$ cat src/design/m128cp_pkg.sv
// shared types and constants for the 128-bit product chaotic generator
package m128cp_pkg;

    localparam int unsigned WORD_W   = 64;
    localparam int unsigned HALF_W   = 32;
    localparam int unsigned PROD_W   = 2 * WORD_W;
    localparam int unsigned ROUNDS_W = 8;

    localparam logic [WORD_W-1:0]   INC_LOW        = 64'h5555_5555_5555_5555;
    localparam logic [WORD_W-1:0]   INC_HIGH       = 64'haaaa_aaaa_aaaa_aaaa;
    localparam logic [ROUNDS_W-1:0] ROUNDS_DEFAULT = 8'd8;

    // input command codes
    localparam logic CMD_SEED = 1'b0;
    localparam logic CMD_NEXT = 1'b1;

    // partial product selects: bit 0 picks the upper half of a, bit 1 of b
    typedef enum logic [1:0] {
        PP_A0B0 = 2'd0,
        PP_A1B0 = 2'd1,
        PP_A0B1 = 2'd2,
        PP_A1B1 = 2'd3
    } pp_sel_t;

    typedef enum logic [1:0] {
        ST_IDLE,
        ST_SUM,
        ST_MUL,
        ST_LAST
    } state_t;

    // controller to datapath
    typedef struct packed {
        logic    load_seed;
        logic    sum_en;
        logic    mul_en;
        pp_sel_t mul_sel;
        logic    acc_clr;
        logic    acc_en;
        pp_sel_t acc_sel;
        logic    commit;
        logic    out_load;
    } ctrl_cmd_t;

    // datapath to controller
    typedef struct packed {
        logic out_free;
    } dp_status_t;

endpackage

$ cat src/design/mul128_chaotic_prng.sv
// top level of the 128-bit product chaotic random word generator
//
//  channel  | handshake              | payload
//  ---------+------------------------+---------------------------
//  input    | in_valid / in_stall    | command, seed_value
//  output   | out_valid / out_stall  | random_word
//  config   | cfg_write_en           | cfg_write_data (warm-up rounds)
//
// a next command runs an accept step, an offset-sum step, four passes through
// the single 32x32 multiplier and one final accumulate that also updates the
// state words; that last step waits while the output beat is stalled
// a seed command runs warmup_rounds silent steps and gives no beat
// reset clears both state words and sets warmup_rounds to 8
// input is taken only while no step is in progress; the output register lets
// a new item be taken while a beat waits, and a finished step holds in its last
// cycle while out_stall keeps the previous beat in place
module mul128_chaotic_prng (
    input  logic        clk,
    input  logic        rst_n,
    input  logic        in_valid,
    output logic        in_stall,
    input  logic        command,
    input  logic [63:0] seed_value,
    output logic        out_valid,
    input  logic        out_stall,
    output logic [63:0] random_word,
    input  logic        cfg_write_en,
    input  logic [7:0]  cfg_write_data
);
    import m128cp_pkg::*;

    ctrl_cmd_t  cmd;
    dp_status_t status;

    m128cp_ctrl u_ctrl (
        .clk            (clk),
        .rst_n          (rst_n),
        .in_valid       (in_valid),
        .in_stall       (in_stall),
        .command        (command),
        .cfg_write_en   (cfg_write_en),
        .cfg_write_data (cfg_write_data),
        .status         (status),
        .cmd            (cmd)
    );

    m128cp_dp u_dp (
        .clk         (clk),
        .rst_n       (rst_n),
        .cmd         (cmd),
        .status      (status),
        .seed_value  (seed_value),
        .out_valid   (out_valid),
        .out_stall   (out_stall),
        .random_word (random_word)
    );

    // a new beat never overwrites one that is still stalled
    a_no_overwrite: assert property (@(posedge clk) disable iff (!rst_n)
        cmd.out_load |-> !(out_valid && out_stall))
        else $error("output beat overwritten while stalled");

    // a next command always starts a step
    a_next_busy: assert property (@(posedge clk) disable iff (!rst_n)
        (in_valid && !in_stall && command == CMD_NEXT) |=> in_stall)
        else $error("next command did not start a step");

    // a beat appears only from a completed step
    a_beat_source: assert property (@(posedge clk) disable iff (!rst_n)
        $rose(out_valid) |-> $past(cmd.out_load && cmd.commit))
        else $error("output beat without a completed step");

    // seeding and state update never collide
    a_seed_idle: assert property (@(posedge clk) disable iff (!rst_n)
        cmd.load_seed |-> !cmd.commit && !cmd.acc_en)
        else $error("seed load during a step");

endmodule

$ cat src/design/m128cp_ctrl.sv
// controller: sequences seed loads, warm-up steps and partial product passes
module m128cp_ctrl (
    input  logic                   clk,
    input  logic                   rst_n,
    input  logic                   in_valid,
    output logic                   in_stall,
    input  logic                   command,
    input  logic                   cfg_write_en,
    input  logic [7:0]             cfg_write_data,
    input  m128cp_pkg::dp_status_t status,
    output m128cp_pkg::ctrl_cmd_t  cmd
);
    import m128cp_pkg::*;

    state_t              state_reg, state_next;
    logic [1:0]          cnt_reg, cnt_next;
    logic [ROUNDS_W-1:0] warm_reg, warm_next;
    logic [ROUNDS_W-1:0] rounds_reg;
    logic                emit_reg, emit_next;
    logic                accept;

    assign in_stall = (state_reg != ST_IDLE);
    assign accept   = in_valid && (state_reg == ST_IDLE);

    // warm-up round count register
    always_ff @(posedge clk or negedge rst_n)
    begin
        if (!rst_n)
        begin
            rounds_reg <= ROUNDS_DEFAULT;
        end
        else if (cfg_write_en)
        begin
            rounds_reg <= cfg_write_data[ROUNDS_W-1:0];
        end
    end

    // control registers
    always_ff @(posedge clk or negedge rst_n)
    begin
        if (!rst_n)
        begin
            state_reg <= ST_IDLE;
            cnt_reg   <= 2'd0;
            warm_reg  <= '0;
            emit_reg  <= 1'b0;
        end
        else
        begin
            state_reg <= state_next;
            cnt_reg   <= cnt_next;
            warm_reg  <= warm_next;
            emit_reg  <= emit_next;
        end
    end

    // next state
    always_comb
    begin
        state_next = state_reg;
        cnt_next   = cnt_reg;
        warm_next  = warm_reg;
        emit_next  = emit_reg;
        unique case (state_reg)
            ST_IDLE:
            begin
                if (accept)
                begin
                    if (command == CMD_NEXT)
                    begin
                        emit_next  = 1'b1;
                        state_next = ST_SUM;
                    end
                    else
                    begin
                        emit_next  = 1'b0;
                        warm_next  = rounds_reg;
                        state_next = (rounds_reg == '0) ? ST_IDLE : ST_SUM;
                    end
                end
            end
            ST_SUM:
            begin
                cnt_next   = 2'd0;
                state_next = ST_MUL;
            end
            ST_MUL:
            begin
                cnt_next = cnt_reg + 2'd1;
                if (cnt_reg == 2'd3)
                begin
                    state_next = ST_LAST;
                end
            end
            ST_LAST:
            begin
                if (emit_reg)
                begin
                    if (status.out_free)
                    begin
                        state_next = ST_IDLE;
                    end
                end
                else
                begin
                    warm_next  = warm_reg - 8'd1;
                    state_next = (warm_reg == 8'd1) ? ST_IDLE : ST_SUM;
                end
            end
            default:
            begin
                state_next = ST_IDLE;
            end
        endcase
    end

    // datapath commands
    always_comb
    begin
        cmd           = '0;
        cmd.mul_sel   = pp_sel_t'(cnt_reg);
        cmd.acc_sel   = pp_sel_t'(cnt_reg - 2'd1);
        cmd.load_seed = accept && (command == CMD_SEED);
        unique case (state_reg)
            ST_IDLE:
            begin
            end
            ST_SUM:
            begin
                cmd.sum_en  = 1'b1;
                cmd.acc_clr = 1'b1;
            end
            ST_MUL:
            begin
                cmd.mul_en = 1'b1;
                cmd.acc_en = (cnt_reg != 2'd0);
            end
            ST_LAST:
            begin
                // last partial product lands in the same cycle as the state update
                cmd.acc_sel  = PP_A1B1;
                cmd.acc_en   = !emit_reg || status.out_free;
                cmd.commit   = !emit_reg || status.out_free;
                cmd.out_load = emit_reg && status.out_free;
            end
            default:
            begin
            end
        endcase
    end

endmodule

$ cat src/design/m128cp_dp.sv
// datapath: state words, 32x32 partial product multiplier, accumulator, output beat
module m128cp_dp (
    input  logic                   clk,
    input  logic                   rst_n,
    input  m128cp_pkg::ctrl_cmd_t  cmd,
    output m128cp_pkg::dp_status_t status,
    input  logic [63:0]            seed_value,
    output logic                   out_valid,
    input  logic                   out_stall,
    output logic [63:0]            random_word
);
    import m128cp_pkg::*;

    logic [WORD_W-1:0] low_reg, high_reg;
    logic [WORD_W-1:0] a_reg, b_reg;
    logic [WORD_W-1:0] prod_reg, prod_next;
    logic [PROD_W-1:0] acc_reg, acc_next, addend;
    logic [HALF_W-1:0] a_half, b_half;
    logic [WORD_W-1:0] out_data_reg;
    logic              out_valid_reg;

    // state words
    always_ff @(posedge clk or negedge rst_n)
    begin
        if (!rst_n)
        begin
            low_reg  <= '0;
            high_reg <= '0;
        end
        else if (cmd.load_seed)
        begin
            low_reg  <= seed_value;
            high_reg <= seed_value;
        end
        else if (cmd.commit)
        begin
            low_reg  <= acc_next[WORD_W-1:0];
            high_reg <= acc_next[PROD_W-1:WORD_W];
        end
    end

    // offset sums that feed the multiply
    always_ff @(posedge clk)
    begin
        if (cmd.sum_en)
        begin
            a_reg <= low_reg + INC_LOW;
            b_reg <= high_reg + INC_HIGH;
        end
    end

    // one 32x32 partial product per cycle while mul_en is set
    assign a_half    = cmd.mul_sel[0] ? a_reg[WORD_W-1:HALF_W] : a_reg[HALF_W-1:0];
    assign b_half    = cmd.mul_sel[1] ? b_reg[WORD_W-1:HALF_W] : b_reg[HALF_W-1:0];
    assign prod_next = a_half * b_half;

    always_ff @(posedge clk)
    begin
        if (cmd.mul_en)
        begin
            prod_reg <= prod_next;
        end
    end

    // place the registered partial product at its weight and accumulate
    always_comb
    begin
        unique case (cmd.acc_sel)
            PP_A0B0: addend = {{WORD_W{1'b0}}, prod_reg};
            PP_A1B0,
            PP_A0B1: addend = {{HALF_W{1'b0}}, prod_reg, {HALF_W{1'b0}}};
            PP_A1B1: addend = {prod_reg, {WORD_W{1'b0}}};
            default: addend = '0;
        endcase
    end

    assign acc_next = acc_reg + addend;

    always_ff @(posedge clk)
    begin
        if (cmd.acc_clr)
        begin
            acc_reg <= '0;
        end
        else if (cmd.acc_en)
        begin
            acc_reg <= acc_next;
        end
    end

    // output beat register
    always_ff @(posedge clk or negedge rst_n)
    begin
        if (!rst_n)
        begin
            out_valid_reg <= 1'b0;
        end
        else if (cmd.out_load)
        begin
            out_valid_reg <= 1'b1;
        end
        else if (!out_stall)
        begin
            out_valid_reg <= 1'b0;
        end
    end

    always_ff @(posedge clk)
    begin
        if (cmd.out_load)
        begin
            out_data_reg <= acc_next[WORD_W-1:0] ^ acc_next[PROD_W-1:WORD_W];
        end
    end

    assign status.out_free = !out_valid_reg || !out_stall;
    assign out_valid       = out_valid_reg;
    assign random_word     = out_data_reg;

endmodule

$ cat config.mk
export PLATFORM = sky130hd
export DESIGN_NAME = mul128_chaotic_prng
export DESIGN_NICKNAME = d
export VERILOG_FILES = /design/src/design/m128cp_pkg.sv /design/src/design/mul128_chaotic_prng.sv /design/src/design/m128cp_ctrl.sv /design/src/design/m128cp_dp.sv
export SDC_FILE = /design/constraint.sdc
export NUM_CORES = 2
export LEC_CHECK = 0
export BUFFER_PORTS_ARGS = -buffer_cell sky130_fd_sc_hd__clkbuf_2
export CORE_MARGIN = 4
export CORE_UTILIZATION = 25
export CTS_BUF_LIST = sky130_fd_sc_hd__clkbuf_4
export DETAILED_ROUTE_END_ITERATION = 10
export PLACE_DENSITY = 0.51
export SYNTH_ARGS = -nofsm -noshare
export SYNTH_HDL_FRONTEND = slang
export SYNTH_HIERARCHICAL = 1
export SYNTH_SLANG_ARGS = --single-unit
$ cat constraint.sdc
create_clock -name clk -period 9.2 [get_ports clk]
set_input_delay 0.92 -clock clk [delete_from_list [all_inputs] [get_ports clk]]
set_output_delay 0.92 -clock clk [all_outputs]
set_load 0.05 [all_outputs]
# Yosys cells after proc, flatten, opt, wreduce, memory -nomap -nowiden

Index checks and enable logic that the tools add are counted.

Mux-type cells: 27
Eq/ne operators: 14
Reductions and logical operators: 20
$mul: 1
Bitwise operators: 2
Add/sub/neg operators: 6

Operator list:

| operator                                                           | count |
|---|---|
| 128-bit one-hot mux with 3 select lines                            | 1 |
| 64-bit 2-to-1 mux                                                  | 4 |
| 128-bit adder                                                      | 1 |
| 64-bit by 63-bit adder with 64-bit output, second input constant   | 1 |
| 64-bit adder, second input constant                                | 1 |
| 32-bit by 32-bit multiplier with 64-bit output                     | 1 |
| 32-bit 2-to-1 mux                                                  | 2 |
| 64-bit XOR                                                         | 1 |
| 8-bit 2-to-1 mux                                                   | 3 |
| 8-bit one-hot mux with 2 select lines                              | 1 |
| 2-bit == test, second input constant                               | 5 |
| 2-bit 2-to-1 mux                                                   | 5 |
| 2-bit nonzero test                                                 | 5 |
| 8-bit by 1-bit == test with 1-bit output, second input constant    | 1 |
| 8-bit zero test                                                    | 1 |
| 2-bit one-hot mux with 4 select lines                              | 1 |
| 8-bit by 1-bit subtractor with 8-bit output, second input constant | 1 |
| 1-bit 2-to-1 mux                                                   | 7 |
| 2-bit by 1-bit != test with 1-bit output, second input constant    | 3 |
| 2-bit by 1-bit == test with 1-bit output, second input constant    | 2 |
| 2-bit zero test                                                    | 2 |
| 4-bit 2-to-1 mux                                                   | 1 |
| 2-bit != test, second input constant                               | 2 |
| 2-bit one-hot mux with 2 select lines                              | 1 |
| other kinds (12)                                                   | 17 |

Input bits: 78
Register bits after elaboration: 534
Word-level logic and storage cells: 83

# Longest topological paths before layout

Depth in word-level cells: 10
Gate-level depth with buffers: 37
Mapped depth without buffers: 32

# Modules after synthesis

The synthesis kept the hierarchy.

Modules (own cells, without submodules):

| module      | cells an instance | times used | area each (um2) | sequential area each (um2) |
|---|---|---|---|---|
| m128cp_dp   | 6,972             | 1          | 63,592.2        | 13,477.9 |
| m128cp_ctrl | 125               | 1          | 1,257.5         | 526.8 |

# Worst setup path after synthesis

Ideal clock, no wire load.

Kind: flip-flop to flip-flop
Start point: reg u_ctrl.cnt_reg[0]
End point: reg u_dp.prod_reg[61] (data pin)
Clock period less this slack: 9,294 ps
Cell stages (with the launch flop): 32
Required time: 8,926 ps
Setup slack: -94 ps
Buffers on the path: 5
Arrival time: 9,020 ps
Path through: dfrtp_1 clkbuf_1 clkbuf_1 buf_1 mux2i_1 clkbuf_1 nor2_1 fa_1 fa_1 inv_1 fa_1 inv_1 fa_1 inv_1 fa_1 fa_1 fa_1 fa_1 inv_1 ha_1 clkbuf_1 nand2_1 or4_1 o31ai_1 o21ai_0 o21ai_1 a21o_1 a21oi_1 inv_1 a21oi_1 o41ai_1 xor2_1

Longest elaborated chain between the ends: 2

Ends and longest elaborated chain:

| element                                        | RTL line          | source |
|---|---|---|
| start, declared                                | m128cp_ctrl.sv:16 | `logic [1:0] cnt_reg, cnt_next;` |
| start signal, assigned                         | m128cp_ctrl.sv:51 | `cnt_reg <= cnt_next;` |
| 32-bit 2-to-1 mux                              | m128cp_dp.sv:53   | `assign a_half = cmd.mul_sel[0] ? a_reg[WORD_W-1:HALF_W] : a_reg[HALF_W-1:0];` |
| 32-bit by 32-bit multiplier with 64-bit output | m128cp_dp.sv:55   | `assign prod_next = a_half * b_half;` |
| named net u_dp.prod_next[61]                   | m128cp_dp.sv:16   | `logic [WORD_W-1:0] prod_reg, prod_next;` |
| end signal, assigned                           | m128cp_dp.sv:61   | `prod_reg <= prod_next;` |
| end, declared                                  | m128cp_dp.sv:16   |  |

The timed path passes the listed nets, and every way through them passes these cells.
A chain may end at the register's enable or synchronous reset.

# Worst setup path in the final report

Start point: reg u_ctrl.cnt_reg[1]
End point: reg u_dp.prod_reg[49] (data pin)

Longest elaborated chain between the ends: 2

Ends and longest elaborated chain:

| element                                        | RTL line        | source |
|---|---|---|
| 32-bit 2-to-1 mux                              | m128cp_dp.sv:54 | `assign b_half = cmd.mul_sel[1] ? b_reg[WORD_W-1:HALF_W] : b_reg[HALF_W-1:0];` |
| 32-bit by 32-bit multiplier with 64-bit output | m128cp_dp.sv:55 |  |
| named net u_dp.prod_next[49]                   | m128cp_dp.sv:16 |  |

The timed path passes the listed nets, and every way through them passes these cells.

==> out/qor.yml <==
crit_path_start_kind: "flop"
final_period_minus_worst_setup_slack_ns: 8.98
largest_reg_flops: 128
h-tree-depth: 4
yosysUniqueCellTypes: 103
yosysMostFrequentCell: "inv_1"
netlist_area_sq_um: 64800
place_hpwl_mm: 226
min_to: "u_dp/low_reg[54]$_DFFE_PN0P_"
outcome: "completed"
path_buf_inv: 9
core_sq_um: 257000
seqCellArea_sq_um: 14000
min_path_type: "input port to flop"
antenna_found_initial: 20
reg2reg_slack_ns: 0.22
r2r_start: "u_ctrl/cnt_reg[1]$_DFFE_PN0P_"
grt_max_degree: 148
final_antenna_net_count: 0
initial_core_util_pct: 25.2
synth_edf_count: 256
clock_latency_ns: 1.11
setup_tns_ns: 0
path_max_fanout: 31
drc: 0
min-delay-start: "seed_value[54]"
rsz0062_at_grt: "false"
drive_above_1_share_pct: 11.3
cts.sinks: 534
crit_type: "flop to flop"
relSlewSlack_pct: 8.22
critPathRequiredTime_ns: 9.99
clkTransAtPathRegs_ns: 0.07
grt_pass1_vias: 54606
setup_viol: 0
portBuffers: 143
ys.flop_type: "edfxtp_1"
place.gp.congestion: 1.01
drv_slew: 0
cp_slowest_cell: "fa_1"
wl_per_cell_um: 25.5
synth_area_leaders: "fa_1 (28%), edfxtp_1 (12%), ha_1 (7.8%), dfrtp_1 (5.7%), inv_1 (5.6%)"
grt_usage_pct: 20.3
startpoint: "u_ctrl/cnt_reg[1]$_DFFE_PN0P_"
yosys_register_bits: 534
clock_skew_ns: 0.0654
hold_viol: 0
cp_top_family: "adder cells"
synth_commonest_cells: "inv_1 (971), nor2_1 (914), fa_1 (897)"
area_delta_synth_final_pct: 12.7
cts_root_buf: "clkbuf_4"
fin_crit_sh_pct: 97.6
cts_tree: "built"
synth-seq-area-share_pct: 21.6
grt-ovfl-total: 0
synth_area_per_cell_sq_um: 9.14
fillCellCount: 27502
max_stage_delay_ns: 0.62
fp.dieH_um: 517
yosysTopAreaCell: "fa_1"
drt_iter0_markers: 4975
finish.net_count: 8645
netlist.area_leader.share_pct: 27.7
viasPerCell: 4.98
r2r_cells: 28
max_freq_mhz: 111
cts_buffers: 146
drt-total-wl_mm: 275
rows: 186
design_area_sq_um: 73100
via_count: 53727
cts_buffer_depth: 3
synthesis.instances: 7097
die_x_um: 517
synthArstFlopShare_pct: 28.1
worstMarginPinSlew_ns: 1.37
first_pass_iters: 6
yosys_warnings: 6
multi_input_area_sq_um: 46100
critical_path.endpoint_type: "flop"
ios: 144
whs_path_depth: 3
grt_pass1_wl_mm: 393
syn_nets: 8475
timing.rr.end: "u_dp/prod_reg[49]$_DFFE_PP_"
dpl_cell_area_sq_um: 70700
maxCapViolations: 0
crit_arrival_ns: 9.77
cp_common_cell: "fa_1"
die-area_sq_um: 268000
-- how the worst max path moves through the flow --
stage	to	slack [ns]	depth (start not counted)
5_1_grt	u_dp/prod_reg[53]$_DFFE_PP_	0.003	34
3_3_place_gp	u_dp/prod_reg[63]$_DFFE_PP_	-0.13	30
3_5_place_dp	u_dp/prod_reg[61]$_DFFE_PP_	-0.16	31
4_1_cts	u_dp/prod_reg[61]$_DFFE_PP_	0.006	30
6_report	u_dp/prod_reg[49]$_DFFE_PP_	0.22	28
2_1_floorplan	u_dp/prod_reg[61]$_DFFE_PP_	0.06	31
-- metrics by stage --
stage | instances | utilization (%) | hold slack (ns) | worst slack (ns)
after floorplan | 7097 | - | 0.426 | 0.0624
after global placement | 10472 | 27.5 | 0.434 | -0.128
after detailed placement | 10472 | 27.5 | 0.459 | -0.158
after CTS | 10757 | 28.3 | 0.00130 | 0.00580
after global routing | 10781 | 28.4 | 0.0361 | 0.00323
final | 10788 | 28.4 | 0.111 | 0.223
-- cell type report --
class                           instances  area share (%)
Multi-Input combinational cell       5199            63.1
Antenna cell                           14          0.0479
Timing Repair Buffer                  412            4.32
Inverter                              974            5.00
Sequential cell                       534            19.2
Tap cell                             3384            5.79
Clock inverter                         68           0.525
Clock buffer                          203            2.08
-- kinds of logic after synthesis --
logic type                 share of synthesized area [%]
DFF                                                 21.6
muxes                                               4.88
xor gates and xnor gates                            4.90
and+or+nand+nor                                     13.7
adders and majority gates                           35.5
AOI/OAI and AO/OA                                   11.5
buffers and inverters                               7.98
-- worst reg2reg max path: cells and delay by family (launching register included) --
kind	cells	cell delay [ns]
adder cells (fa/ha/maj)	9	4.21
buffers and inverters	9	1.49
AND/OR/NAND/NOR	3	0.92
AO/OA/AOI/OAI	5	0.70
XOR/XNOR	1	0.50
flip-flops	1	0.44
multiplexers	1	0.39
-- layout by cell type, fill, tap and decap left out, drive strengths merged, types with 130 or more instances in the layout --
master    n
nor2    915
edfxtp  256
a21oi   412
dfrtp   149
xnor2   227
o21ai   219
clkbuf  346
inv     979
ha      403
xor2    136
a21o    130
buf     255
fa      897
mux2i   233
nand2   697
-- metal layers --
| metal | vias up | part of all wire, % | global-route usage (%) |
|---|---|---|---|
| met2 | 2346 | 45 | 32.5 |
| li1 | 23497 | - | - |
| met5 | - | 0.015 | 0 |
| met4 | 6 | 4.2 | 7.03 |
| met3 | 449 | 7.6 | 3.69 |
| met1 | 27429 | 43 | 27.4 |
-- timing repair --
action | CTS | global route
endpoints found under the hold margin | 98 | 0
buffers inserted | 0 | 17
endpoints found under the setup margin | 7 | 18
gates resized for setup | 3 | 31
pin swaps | 0 | 2
hold buffers | 14 | 0
Power is left out: the tool's default activity adds up to more than one toggle a clock period on the data nets, which glitch-free logic cannot reach.
